$ cat src/rtl/pfe_pkg.sv
// pfe_pkg: shared constants and types for the printf format engine.
// No dependencies.
`default_nettype none
package pfe_pkg;
  localparam logic [7:0] ChPercent = 8'h25;
  localparam logic [7:0] ChZero    = 8'h30;
  localparam logic [7:0] ChNine    = 8'h39;
  localparam logic [7:0] ChHash    = 8'h23;
  localparam logic [7:0] ChDot     = 8'h2e;
  localparam logic [7:0] ChSpace   = 8'h20;
  localparam logic [7:0] ChMinus   = 8'h2d;
  localparam logic [7:0] ChLowX    = 8'h78;
  localparam logic [7:0] ChLowC    = 8'h63;
  localparam logic [7:0] ChLowD    = 8'h64;
  localparam logic [7:0] ChLowU    = 8'h75;
  localparam logic [7:0] ChLowL    = 8'h6c;
  localparam logic [7:0] ChLowP    = 8'h70;

  localparam logic RegLimitEnable = 1'b0;
  localparam logic RegOutputLimit = 1'b1;

  typedef enum logic [2:0] {
    PsText      = 3'd0,
    PsEscape    = 3'd1,
    PsWidth     = 3'd2,
    PsPrecision = 3'd3,
    PsLong      = 3'd4
  } parse_e;

  function automatic logic [7:0] hex_char(input logic [3:0] d);
    hex_char = (d < 4'd10) ? (ChZero + {4'd0, d}) : (8'h57 + {4'd0, d});
  endfunction
endpackage
`default_nettype wire

$ cat src/rtl/printf_format_engine_core.sv
// printf_format_engine_core: top level of the printf format engine.
// Depends on pfe_pkg.
`default_nettype none
// Formats a printf-style string one format byte per input beat. A new beat is
// taken only once the previous item is finished. A numeric conversion first
// splits the value into digits and then streams the prefix, padding and digits
// one per cycle while the output is not stalled. Decimal digits come from a
// bit-serial divider (one argument bit per cycle). Hex digits are taken one
// nibble per cycle. The digit extraction loop sets the rate. Each output beat
// carries its buffer position; last marks the final stored beat of an input
// item. The end beat yields the terminator with the count.
module printf_format_engine_core #(
  parameter int DIGIT_BUFFER = 32,
  parameter int INDEX_BITS   = 16
) (
  input  wire logic        clk_i,
  input  wire logic        rst_ni,
  input  wire logic        cfg_we_i,
  input  wire logic        cfg_index_i,
  input  wire logic [15:0] cfg_wdata_i,
  input  wire logic        in_valid_i,
  output logic             in_ready_o,
  input  wire logic        op_i,
  input  wire logic [7:0]  format_char_i,
  input  wire logic [63:0] argument_i,
  output logic             out_valid_o,
  input  wire logic        out_ready_i,
  output logic [7:0]       out_char_o,
  output logic [15:0]      out_position_o,
  output logic             is_terminator_o,
  output logic             last_o
);
  import pfe_pkg::*;

  localparam int DW = $clog2(DIGIT_BUFFER + 1);
  localparam logic [INDEX_BITS-1:0] IdxMax = '1;

  typedef enum logic [2:0] {
    SIdle, SDiv, SPad, SDigit, SPre1, SPre2, SEmit
  } state_e;

  // Digit store: shift line, newest digit at entry 0. Drain it from entry 0,
  // most significant digit first.
  logic [3:0] dig_q [DIGIT_BUFFER];
  state_e st_q;
  parse_e ps_q;
  logic alt_q, zpad_q, wgiv_q, long_q, lim_en_q;
  logic [7:0] minw_q;
  logic [15:0] lim_q;
  logic [INDEX_BITS-1:0] widx_q;
  logic [63:0] quo_q;
  logic [3:0]  rem_q;
  logic [6:0]  bit_q;
  logic        hex_q;
  logic [DW-1:0] len_q, pad_q, cnt_q;
  logic [7:0]  pend_q;      // single char to emit in SEmit
  logic [1:0]  pre_q;       // 1 = '-', 2 = "0x" before number, 0 = none
  logic        num_q;       // number follows the prefix
  // Output register
  logic ov_q, oterm_q, olast_q;
  logic [7:0] ochar_q;
  logic [15:0] opos_q;

  wire in_fire  = in_valid_i && in_ready_o;
  wire out_free = !ov_q || out_ready_i;
  wire can_store = !(lim_en_q && ({{(32-INDEX_BITS){1'b0}}, widx_q} >= {16'd0, lim_q}))
                   && (widx_q != IdxMax);

  // Once a store fails, every later character of the item is dropped too, so
  // the beat stored just before that point is the final one.
  logic [INDEX_BITS-1:0] widx_nx;
  logic next_blk;
  assign widx_nx = widx_q + 1'b1;
  assign next_blk = (lim_en_q && (32'(widx_nx) >= 32'(lim_q))) || (widx_nx == IdxMax);

  assign in_ready_o = (st_q == SIdle) && out_free;
  assign out_valid_o = ov_q;
  assign out_char_o = ochar_q;
  assign out_position_o = opos_q;
  assign is_terminator_o = oterm_q;
  assign last_o = olast_q;

  logic is_dig;
  assign is_dig = (format_char_i >= ChZero) && (format_char_i <= ChNine);

  // Divider step: shift one dividend bit into the remainder.
  logic [4:0] rem_sh;
  logic [3:0] base_m;
  assign rem_sh = {rem_q, quo_q[63]};
  assign base_m = hex_q ? 4'd0 : 4'd10;
  logic rem_ge;
  assign rem_ge = hex_q ? 1'b0 : (rem_sh >= 5'd10);

  // Padding count from the width after prefix, capped so padding and digits fit the buffer.
  logic [DW-1:0] cap_w;
  logic [8:0] padn;
  assign padn = ({1'b0, minw_q} > 9'(len_q)) ? ({1'b0, minw_q} - 9'(len_q)) : 9'd0;
  assign cap_w = (9'(len_q) + padn > 9'(DIGIT_BUFFER)) ? DW'(DIGIT_BUFFER - int'(len_q))
                 : DW'(padn);

  always_ff @(posedge clk_i or negedge rst_ni) begin
    if (!rst_ni) begin
      st_q <= SIdle; ps_q <= PsText;
      alt_q <= 1'b0; zpad_q <= 1'b0; wgiv_q <= 1'b0; long_q <= 1'b0;
      minw_q <= '0; widx_q <= '0; lim_en_q <= 1'b0; lim_q <= '0;
      ov_q <= 1'b0; pre_q <= '0; num_q <= 1'b0;
    end else begin
      if (cfg_we_i) begin
        if (cfg_index_i == RegLimitEnable) lim_en_q <= cfg_wdata_i[0];
        else lim_q <= cfg_wdata_i;
      end
      if (ov_q && out_ready_i) ov_q <= 1'b0;
      unique case (st_q)
        SIdle: begin
          if (in_fire) begin
            if (op_i) begin
              ov_q <= 1'b1; ochar_q <= 8'd0; opos_q <= 16'(widx_q);
              oterm_q <= 1'b1; olast_q <= 1'b1;
              ps_q <= PsText; alt_q <= 1'b0; zpad_q <= 1'b0; wgiv_q <= 1'b0;
              long_q <= 1'b0; minw_q <= '0; widx_q <= '0;
            end else begin
              logic conv;
              conv = 1'b0;
              case (ps_q)
                PsText: begin
                  if (format_char_i == ChPercent) begin
                    alt_q <= 1'b0; zpad_q <= 1'b0; wgiv_q <= 1'b0;
                    long_q <= 1'b0; minw_q <= '0; ps_q <= PsEscape;
                  end else begin
                    pend_q <= format_char_i; pre_q <= '0; num_q <= 1'b0;
                    st_q <= SEmit;
                  end
                end
                PsEscape: begin
                  if (format_char_i == ChZero) zpad_q <= 1'b1;
                  else if (format_char_i == ChHash) alt_q <= 1'b1;
                  else if (is_dig) begin
                    wgiv_q <= 1'b1; minw_q <= format_char_i - ChZero; ps_q <= PsWidth;
                  end else if (format_char_i == ChDot) ps_q <= PsPrecision;
                  else conv = 1'b1;
                end
                PsWidth: begin
                  if (is_dig) begin
                    logic [11:0] nw;
                    nw = {minw_q, 3'b0} + {3'b0, minw_q, 1'b0}
                         + {4'd0, format_char_i - ChZero};
                    minw_q <= (nw > 12'd255) ? 8'd255 : nw[7:0];
                  end else if (format_char_i == ChDot) ps_q <= PsPrecision;
                  else conv = 1'b1;
                end
                PsPrecision: if (!is_dig) conv = 1'b1;
                PsLong: conv = 1'b1;
                default: ps_q <= PsText;
              endcase
              if (conv) begin
                logic [63:0] v;
                ps_q <= PsText;
                v = long_q ? argument_i : {32'd0, argument_i[31:0]};
                pre_q <= '0; len_q <= '0; rem_q <= '0; bit_q <= '0;
                hex_q <= 1'b0;
                case (format_char_i)
                  ChPercent: begin pend_q <= ChPercent; num_q <= 1'b0; st_q <= SEmit; end
                  ChLowC: begin pend_q <= argument_i[7:0]; num_q <= 1'b0; st_q <= SEmit; end
                  ChLowL: begin long_q <= 1'b1; ps_q <= PsLong; end
                  ChLowD: begin
                    if (!long_q) v = {{32{argument_i[31]}}, argument_i[31:0]};
                    if (v[63]) begin
                      v = 64'd0 - v; pre_q <= 2'd1;
                      minw_q <= (minw_q > 0) ? minw_q - 8'd1 : 8'd0;
                    end
                    quo_q <= v; num_q <= 1'b1; st_q <= SDiv;
                  end
                  ChLowU: begin quo_q <= v; num_q <= 1'b1; st_q <= SDiv; end
                  ChLowX, ChLowP: begin
                    if (format_char_i == ChLowP) v = argument_i;
                    quo_q <= v; hex_q <= 1'b1; num_q <= 1'b1; st_q <= SDiv;
                    if (alt_q || format_char_i == ChLowP) begin
                      pre_q <= 2'd2;
                      minw_q <= (minw_q > 8'd2) ? minw_q - 8'd2 : 8'd0;
                    end
                  end
                  default: ;
                endcase
              end
            end
          end
        end
        SDiv: begin
          // Decimal: restoring division, one bit per cycle.
          // Hex: take the low nibble straight from the shift line.
          if (hex_q) begin
            for (int i = DIGIT_BUFFER - 1; i > 0; i--) dig_q[i] <= dig_q[i-1];
            dig_q[0] <= quo_q[3:0];
            quo_q <= {4'd0, quo_q[63:4]};
            len_q <= len_q + 1'b1;
            if (quo_q[63:4] == '0 || int'(len_q) + 1 >= DIGIT_BUFFER) st_q <= SPad;
          end else begin
            quo_q <= {quo_q[62:0], rem_ge};
            rem_q <= rem_ge ? 4'(rem_sh - 5'(base_m)) : rem_sh[3:0];
            bit_q <= bit_q + 1'b1;
            if (bit_q == 7'd63) begin
              logic [63:0] q;
              q = {quo_q[62:0], rem_ge};
              for (int i = DIGIT_BUFFER - 1; i > 0; i--) dig_q[i] <= dig_q[i-1];
              dig_q[0] <= rem_ge ? 4'(rem_sh - 5'(base_m)) : rem_sh[3:0];
              len_q <= len_q + 1'b1; bit_q <= '0; rem_q <= '0;
              if (q == '0 || int'(len_q) + 1 >= DIGIT_BUFFER) st_q <= SPad;
            end
          end
        end
        SPad: begin
          pad_q <= wgiv_q ? cap_w : '0;
          cnt_q <= '0;
          st_q <= (pre_q != '0) ? SPre1 : SDigit;
        end
        SPre1, SPre2, SEmit, SDigit: begin
          if (out_free) begin
            logic [7:0] ch;
            logic fin;
            ch = pend_q; fin = 1'b1;
            if (st_q == SPre1) begin
              ch = (pre_q == 2'd1) ? ChMinus : ChZero;
              fin = 1'b0;
              st_q <= (pre_q == 2'd2) ? SPre2 : SDigit;
            end else if (st_q == SPre2) begin
              ch = ChLowX; fin = 1'b0; st_q <= SDigit;
            end else if (st_q == SDigit) begin
              if (cnt_q < pad_q) begin
                ch = zpad_q ? ChZero : ChSpace;
                fin = (len_q == '0) && (cnt_q + 1'b1 == pad_q);
                cnt_q <= cnt_q + 1'b1;
              end else begin
                ch = hex_char(dig_q[0]);
                fin = (len_q == DW'(1));
                len_q <= len_q - 1'b1;
                for (int i = 0; i < DIGIT_BUFFER - 1; i++) dig_q[i] <= dig_q[i+1];
              end
              if (fin) st_q <= SIdle;
            end else begin
              st_q <= SIdle;
            end
            if (can_store) begin
              ov_q <= 1'b1; ochar_q <= ch; opos_q <= 16'(widx_q);
              oterm_q <= 1'b0; olast_q <= fin || next_blk; widx_q <= widx_q + 1'b1;
            end
          end
        end
        default: st_q <= SIdle;
      endcase
    end
  end

  // A terminator always closes a string, so position resets to zero after it.
  assert property (@(posedge clk_i) disable iff (!rst_ni)
    (in_fire && op_i) |=> (widx_q == '0))
    else $error("write index not cleared after end beat");
  assert property (@(posedge clk_i) disable iff (!rst_ni)
    (ov_q && oterm_q) |-> olast_q)
    else $error("terminator without last");
  assert property (@(posedge clk_i) disable iff (!rst_ni)
    (st_q != SIdle) |-> !in_ready_o)
    else $error("input taken while busy");
endmodule
`default_nettype wire

$ cat config.mk
export PLATFORM = sky130hd
export DESIGN_NAME = printf_format_engine_core
export DESIGN_NICKNAME = d
export VERILOG_FILES = /design/src/rtl/pfe_pkg.sv /design/src/rtl/printf_format_engine_core.sv
export SDC_FILE = /design/constraint.sdc
export NUM_CORES = 1
export LEC_CHECK = 0
export BUFFER_PORTS_ARGS = -buffer_cell sky130_fd_sc_hd__buf_4
export CAP_MARGIN = 25
export CORE_MARGIN = 3
export CORE_UTILIZATION = 50
export CTS_CLUSTER_DIAMETER = 50
export DETAILED_ROUTE_END_ITERATION = 10
export PLACE_DENSITY_LB_ADDON = 0.12
export SLEW_MARGIN = 20
export SYNTH_ARGS = -nofsm -noshare
export SYNTH_HDL_FRONTEND = slang
export SYNTH_SLANG_ARGS = --single-unit
$ cat constraint.sdc
create_clock -name clk_i -period 13.4 [get_ports clk_i]
set_clock_uncertainty 0.2 [all_clocks]
set_input_delay 0 -clock clk_i [delete_from_list [all_inputs] [get_ports clk_i]]
set_output_delay 0 -clock clk_i [all_outputs]
set_load 0.01 [all_outputs]
# --- Yosys cells after proc, flatten, opt, wreduce, memory -nomap -nowiden ---
# Memories as Yosys holds them, arrays and structs flattened.
# Cells that the tools add are included.
# Widths: inputs -> output; s select.
word_totals:
  ff_bits: 182
  ramBits: 128
  in_bits: 95
  output_inout_bits: 28
  elab_cells: 484
  mem_count: 1
memory_table:
  columns: ["name", "words", "width", "read_ports", "rd_ports_with_merged_regs", "write_ports", "line", "source"]
  rows:
  - ["dig_q", 32, 4, 32, 0, 32, "printf_format_engine_core.sv:44", "logic [3:0] dig_q [DIGIT_BUFFER];"]
classes:
  addsub: 18
  order_cmp: 13
  n_eq_ne: 56
  muxes: 253
  bitwise_logic: 65
  reduce_logical: 54
ops:
  columns: ["op", "count"]
  rows:
  - ["$mux 64", 13]
  - ["$mux 4", 70]
  - ["$mux 8", 24]
  - ["$pmux 64 s3", 1]
  - ["$mux 16", 8]
  - ["$pmux 64 s2", 1]
  - ["$mux 6", 16]
  - ["$mux 3", 25]
  - ["$logic_not 64->1", 1]
  - ["$pmux 16 s2", 2]
  - ["$sub 1x64->64 const A", 1]
  - ["$or 1x1->1", 63]
  - ["$mux 1", 62]
  - ["$logic_not 60->1", 1]
  - ["$eq 8x7->1 const B", 6]
  - ["$pmux 8 s2", 3]
  - ["$mux 7", 5]
  - ["$eq 8x6->1 const B", 4]
  - ["$ge 16x16->1", 2]
  - ["$reduce_and 7->1", 4]
  - ["$ne 3x3->1 const B", 9]
  - ["$pmux 3 s4", 2]
  - ["$pmux 8 s3", 1]
  - ["$reduce_and 6->1", 4]
  - ["68 further kinds", 131]

# --- Logic depth before layout (Yosys ltp) ---
depth:
  depth_word: 20
  depth_mapped: 17
  mapped_depth_nobuf: 16

# --- Worst setup path before layout ---
# OpenSTA, ideal clock, no wires.
synth_timing:
  path_kind: "reg-to-reg"
  startpoint: "reg st_q[1]"
  endpoint: "mem dig_q[0][0], enable pin"
  setup_time_ps: 751
  t_arrival_ps: 9384
  t_required_ps: 12449
  path_slack_ps: 3065
  stages_incl_launch_ff: 6
  n_path_buf: 2
  period_less_slack_ps: 10335
  path_cell_list: "dfrtp_1 clkbuf_1 nor3_1 buf_2 nand2_1 o21ai_0"
synth_rtl:
  columns: ["element", "line", "source"]
  rows:
  - ["start: declaration", "printf_format_engine_core.sv:45", "state_e st_q;"]
  - ["start signal: assignment", "printf_format_engine_core.sv:103", "st_q <= SIdle; ps_q <= PsText;"]
  - ["start signal: assignment", "printf_format_engine_core.sv:131", "st_q <= SEmit;"]
  - ["start signal: assignment", "printf_format_engine_core.sv:214", "st_q <= (pre_q != '0) ? SPre1 : SDigit;"]
  - ["end: declaration", "printf_format_engine_core.sv:44", null]

# --- Worst setup path after layout ---
layout_timing:
  startpoint: "reg st_q[2]"
  endpoint: "reg ochar_q[3] (netlist: out_char_o[3]), enable pin"
layout_between:
  elab_chain_len: 5
  elab_cells_between_ends: 14
  cone_classes: "eq/ne: 8; reduce/logical: 6"
layout_rtl:
  columns: ["element", "line", "source"]
  rows:
  - ["parallel branches: the longest is 4 deep, another holds $reduce_or 4->1", null, null]
  - ["$reduce_and 6->1 (no line) *", null, null]
  - ["end signal: assignment", "printf_format_engine_core.sv:117", "ov_q <= 1'b1; ochar_q <= 8'd0; opos_q <= 16'(widx_q);"]
  - ["end signal: assignment", "printf_format_engine_core.sv:243", "ov_q <= 1'b1; ochar_q <= ch; opos_q <= 16'(widx_q);"]
  - ["end: declaration", "printf_format_engine_core.sv:61", "logic [7:0] ochar_q;"]
# Every way passes the cells marked *.
# A chain may end at the register's enable or synchronous reset.

==> metrics.md <==
| Metric | Value |
|---|---|
| Area Growth Syn to Fin | 21.65% |
| Top cells by count, synth | nand2_1, edfxtp_1, nor2_1 |
| First-pass GRT wire length | ~86000 µm |
| Drt drc | 0 |
| Crit path max fanout | 27 |
| Die W | 204.7 µm |
| TritonRoute pass-1 iters | 5 |
| DR vias | around 17k |
| Post-Syn Nets | around 2.3k |
| Crit path cell chain | nor2b_1 > nand2_1 > nand2_1 > clkinv_1 > a211oi_1 > o211ai_1 > and2_1 > nor2_2 > buf_4 |
| Fin. Hold Viols | 0 |
| DRT Wirelength | about 54000 µm |
| Initial antenna violation count | 3 |
| Initial Util | 0.5084 |
| Run status | finished, final reports clean |
| Register bit total from synthesis | between 300 and 400 |
| Routed Antenna Nets | 0 |
| Average routed wire per standard cell | between 15 and 20 µm |
| Core ar. | ~0.039 mm² |
| Layout cells sized above 1 | 0.1064 |
| Number of port buffers | 122 |
| Syn Inst Count | ~2.2k |
| PD cells | ~170 mW/mm² |
| Max-slew violations | 0 |
| Post_cts resized | 0 |
| GR Overflow Total | 0 |
| Crit path DAT | 5.38 ns |
| Post-synth ARST share | 0.1742 |
| Max Freq | around 0.19 GHz |
| Endpoint type of the worst setup path | flop |
| Post-synth top flop | edfxtp_1 |
| Largest net degree at the start of global routing | between 90 and 100 |
| Final Cycle Share | 0.3978 |
| Die Height | 204.7 µm |
| DRT iter0 DRCs | roughly 1.6k |
| CTS max path bufs | 3 |
| Multiplexer area fraction after synthesis | 0.03771 |
| Post-synthesis xor/xnor area fraction | 0.03752 |
| CP Launch Type | flop |
| Slew margin rel. | 0.3234 |
| # setup viols final | 0 |
| Main combinational cell family by area after synthesis | simple AND/OR/NAND/NOR gates |
| TritonCTS buffer count | 42 |
| Synth Area in Compound Gates | 0.1570 |
| Top cells by area, synth | edfxtp_1, nand2_1, dfrtp_1 |
| Avg Vias per Cell | slightly below 6 |
| Leak pwr | 9.594 nW |
| Tightest Hold Check Type | in2async |
| Post-route setup slack | a little over 8 ns |
| Worst-Margin Slew | between 1 and 1.5 ns |
| Worst vdd ir | roughly 0.095 mV |
| Count of different cell masters after synthesis | between 80 and 90 |
| Clock latency on the worst-skew pair | 0.57 ns |
| Crit path max-delay family | simple AND/OR/NAND/NOR gates |
| RSZ-0062 raised after global routing | false |
| Syn Area/Cell | about 9 µm² |
| GP Congestion | 0.9230 |
| CTS root buf | clkbuf_16 |
| Setup TNS Final | 0 ns |
| Number of H-tree levels | 2 |
| Clk sinks | 310 |
| Nets | roughly 2.6k |
| Simple-gate share of the synthesized area | 0.2165 |
| CTS clock-pin slew for the worst setup and hold paths | 0.06 ns |
| Number of global-route vias before repair | approximately 17k |
| CP required | roughly 13 ns |
| Max Cap Viol | 0 |
| YS warnings | 0 |
| DIE AREA | about 0.042 mm² |
| Synth Area in Adders | 0.05692 |
| Cell Rows | 72 |
| Hpwl dp | around 37000 µm |
| CP max-delay cell | clkinv_1 |
| CTS tree | yes |
| # IOs | approximately 120 |
| Worst path max stage delay | between 0.7 and 0.8 ns |
| Post-synth top area share | 0.3894 |
| All-layer global routing usage | 0.2519 |
| Final min period | ~5.3 ns |
| Count leader, synth | nand2_1 |
| EDFF count, synth | roughly 260 |
| Cell taking the most area after synthesis | edfxtp_1 |
| Sequential share of the synthesized area | 0.4579 |
| Mapped Area | just under 0.02 mm² |
| CP bufs+invs | 2 |
| CP most frequent cell | nand2_1 |
| Place WS | 8.214 ns |
| Critical path class | reg2reg |
logic make-up (layout without fill, tap and decap cells):
| group | count (synthesis) | count (layout) |
|---|---|---|
| AND/OR/NAND/NOR | 932 | 932 |
| adder cells (fa/ha/maj) | 85 | 85 |
| multiplexers | 72 | 72 |
| flip-flops | 310 | 310 |
| AO/OA/AOI/OAI | 486 | 486 |
| other | 0 | 2 |
| XOR/XNOR | 83 | 83 |
| buffers and inverters | 190 | 456 |
registers in the layout, summed over array words and instances (netlist names), 8 cells and up:
signal / cells
minw_q: 8
quo_q: 64
out_position_o: 16
pend_q: 8
lim_q: 16
widx_q: 16
out_char_o: 8
dig_q: 128
routing by layer:
layer  share of wire  vias up  track usage
met5         0.00013        -            0
li1                -     8317            -
met3           0.061      115      0.04529
met1            0.45     8179       0.3437
met4           0.027        2      0.07864
met2            0.46      581       0.4101
worst paths after layout:
check / startpoint / end / cells past startpoint / slack (ns)
setup / recovery: st_q[2]$_DFFE_PN0P_ / out_char_o[3]$_SDFFCE_PP0P_ / 9 / 8.07
hold / removal: rst_ni / st_q[2]$_DFFE_PN0P_ / 3 / 0.03
setup reg to reg: st_q[2]$_DFFE_PN0P_ / out_char_o[3]$_SDFFCE_PP0P_ / 9 / 8.07
hold reg to reg: dig_q[0][122]$_DFFE_PP_ / dig_q[0][126]$_DFFE_PP_ / 0 / 0.25
max in group asynchronous: rst_ni / widx_q[11]$_DFFE_PN0P_ / 3 / 11.96
min in group clk_i: cfg_wdata_i[11] / lim_q[11]$_DFFE_PN0P_ / 3 / 0.03
layout make-up:
cell class | count | area [µm²]
fillers | 3277 | 14810
multi-input cells | 1658 | 10020
flip-flops and latches | 310 | 9039
repair buffers | 295 | 2590
clock buffers | 49 | 1099
well taps | 518 | 648.1
inverters | 84 | 315.3
clock inverters | 28 | 301.5
diodes | 2 | 5.005
power breakdown:
| part | total [mW] | internal (mW) | switching, mW | leakage, nW |
|---|---|---|---|---|
| Combinational | 1.48 | 0.592 | 0.891 | 5.88 |
| Sequential | 1.45 | 1.31 | 0.142 | 3.05 |
| Clock | 1.13 | 0.689 | 0.440 | 0.669 |
worst reg2reg max path, stage by stage (launching register included):
cell and delay [ns]:
dfrtp_1 0.55, nor2b_1 0.33, nand2_1 0.22, nand2_1 0.44
clkinv_1 0.76, a211oi_1 0.59, o211ai_1 0.48, and2_1 0.49
nor2_2 0.61, buf_4 0.35
placed cells by master, fill, tap and decap left out, types with 7 or more instances in the layout:
master / synthesis / final
a211o_1: 8 / 8
a211oi_1: 26 / 26
a21o_1: 12 / 12
a21oi_1: 142 / 142
a22oi_1: 14 / 14
a31oi_1: 18 / 18
and2_1: 23 / 23
and3_1: 17 / 17
buf_4: 0 / 142
clkbuf_16: 0 / 43
clkinv_1: 3 / 11
dfrtp_1: 54 / 54
dlygate4sd3_1: 0 / 151
edfxtp_1: 256 / 256
fa_1: 8 / 8
ha_1: 77 / 77
inv_1: 81 / 81
mux2_2: 19 / 19
mux2i_1: 53 / 53
nand2_1: 471 / 470
nand2b_1: 22 / 22
nand3_1: 51 / 51
nand3b_1: 7 / 7
nand4_1: 16 / 16
nor2_1: 161 / 159
nor2b_1: 13 / 13
nor3_1: 52 / 51
nor4_1: 36 / 35
o211ai_1: 15 / 15
o21a_1: 12 / 12
o21ai_0: 112 / 111
o22a_1: 7 / 7
o22ai_1: 15 / 15
o31ai_1: 30 / 30
o41ai_1: 11 / 11
or2_2: 9 / 9
or3_1: 15 / 15
xnor2_1: 57 / 57
xor2_1: 25 / 25
metrics by stage:
step                      instances  hold WS (ns)  power, mW    util  instance area [µm²]
after detailed placement       2712       -0.2818      2.827  0.5430                21080
after floorplan                2158       -0.4956      2.449       -                19740
after global placement         2711       -0.2793      2.800  0.5428                21080
final                          2944       0.02645      4.060  0.6185                24010
after global routing           2943       0.02844      4.313  0.6184                24010
after CTS                      2940      0.003253      4.059  0.6179                23990
what timing repair did:
item	CTS	global route
buffers inserted	0	0
hold buffers	151	0
hold endpoints to repair	182	0
Power figures use the tool's default switching activity.
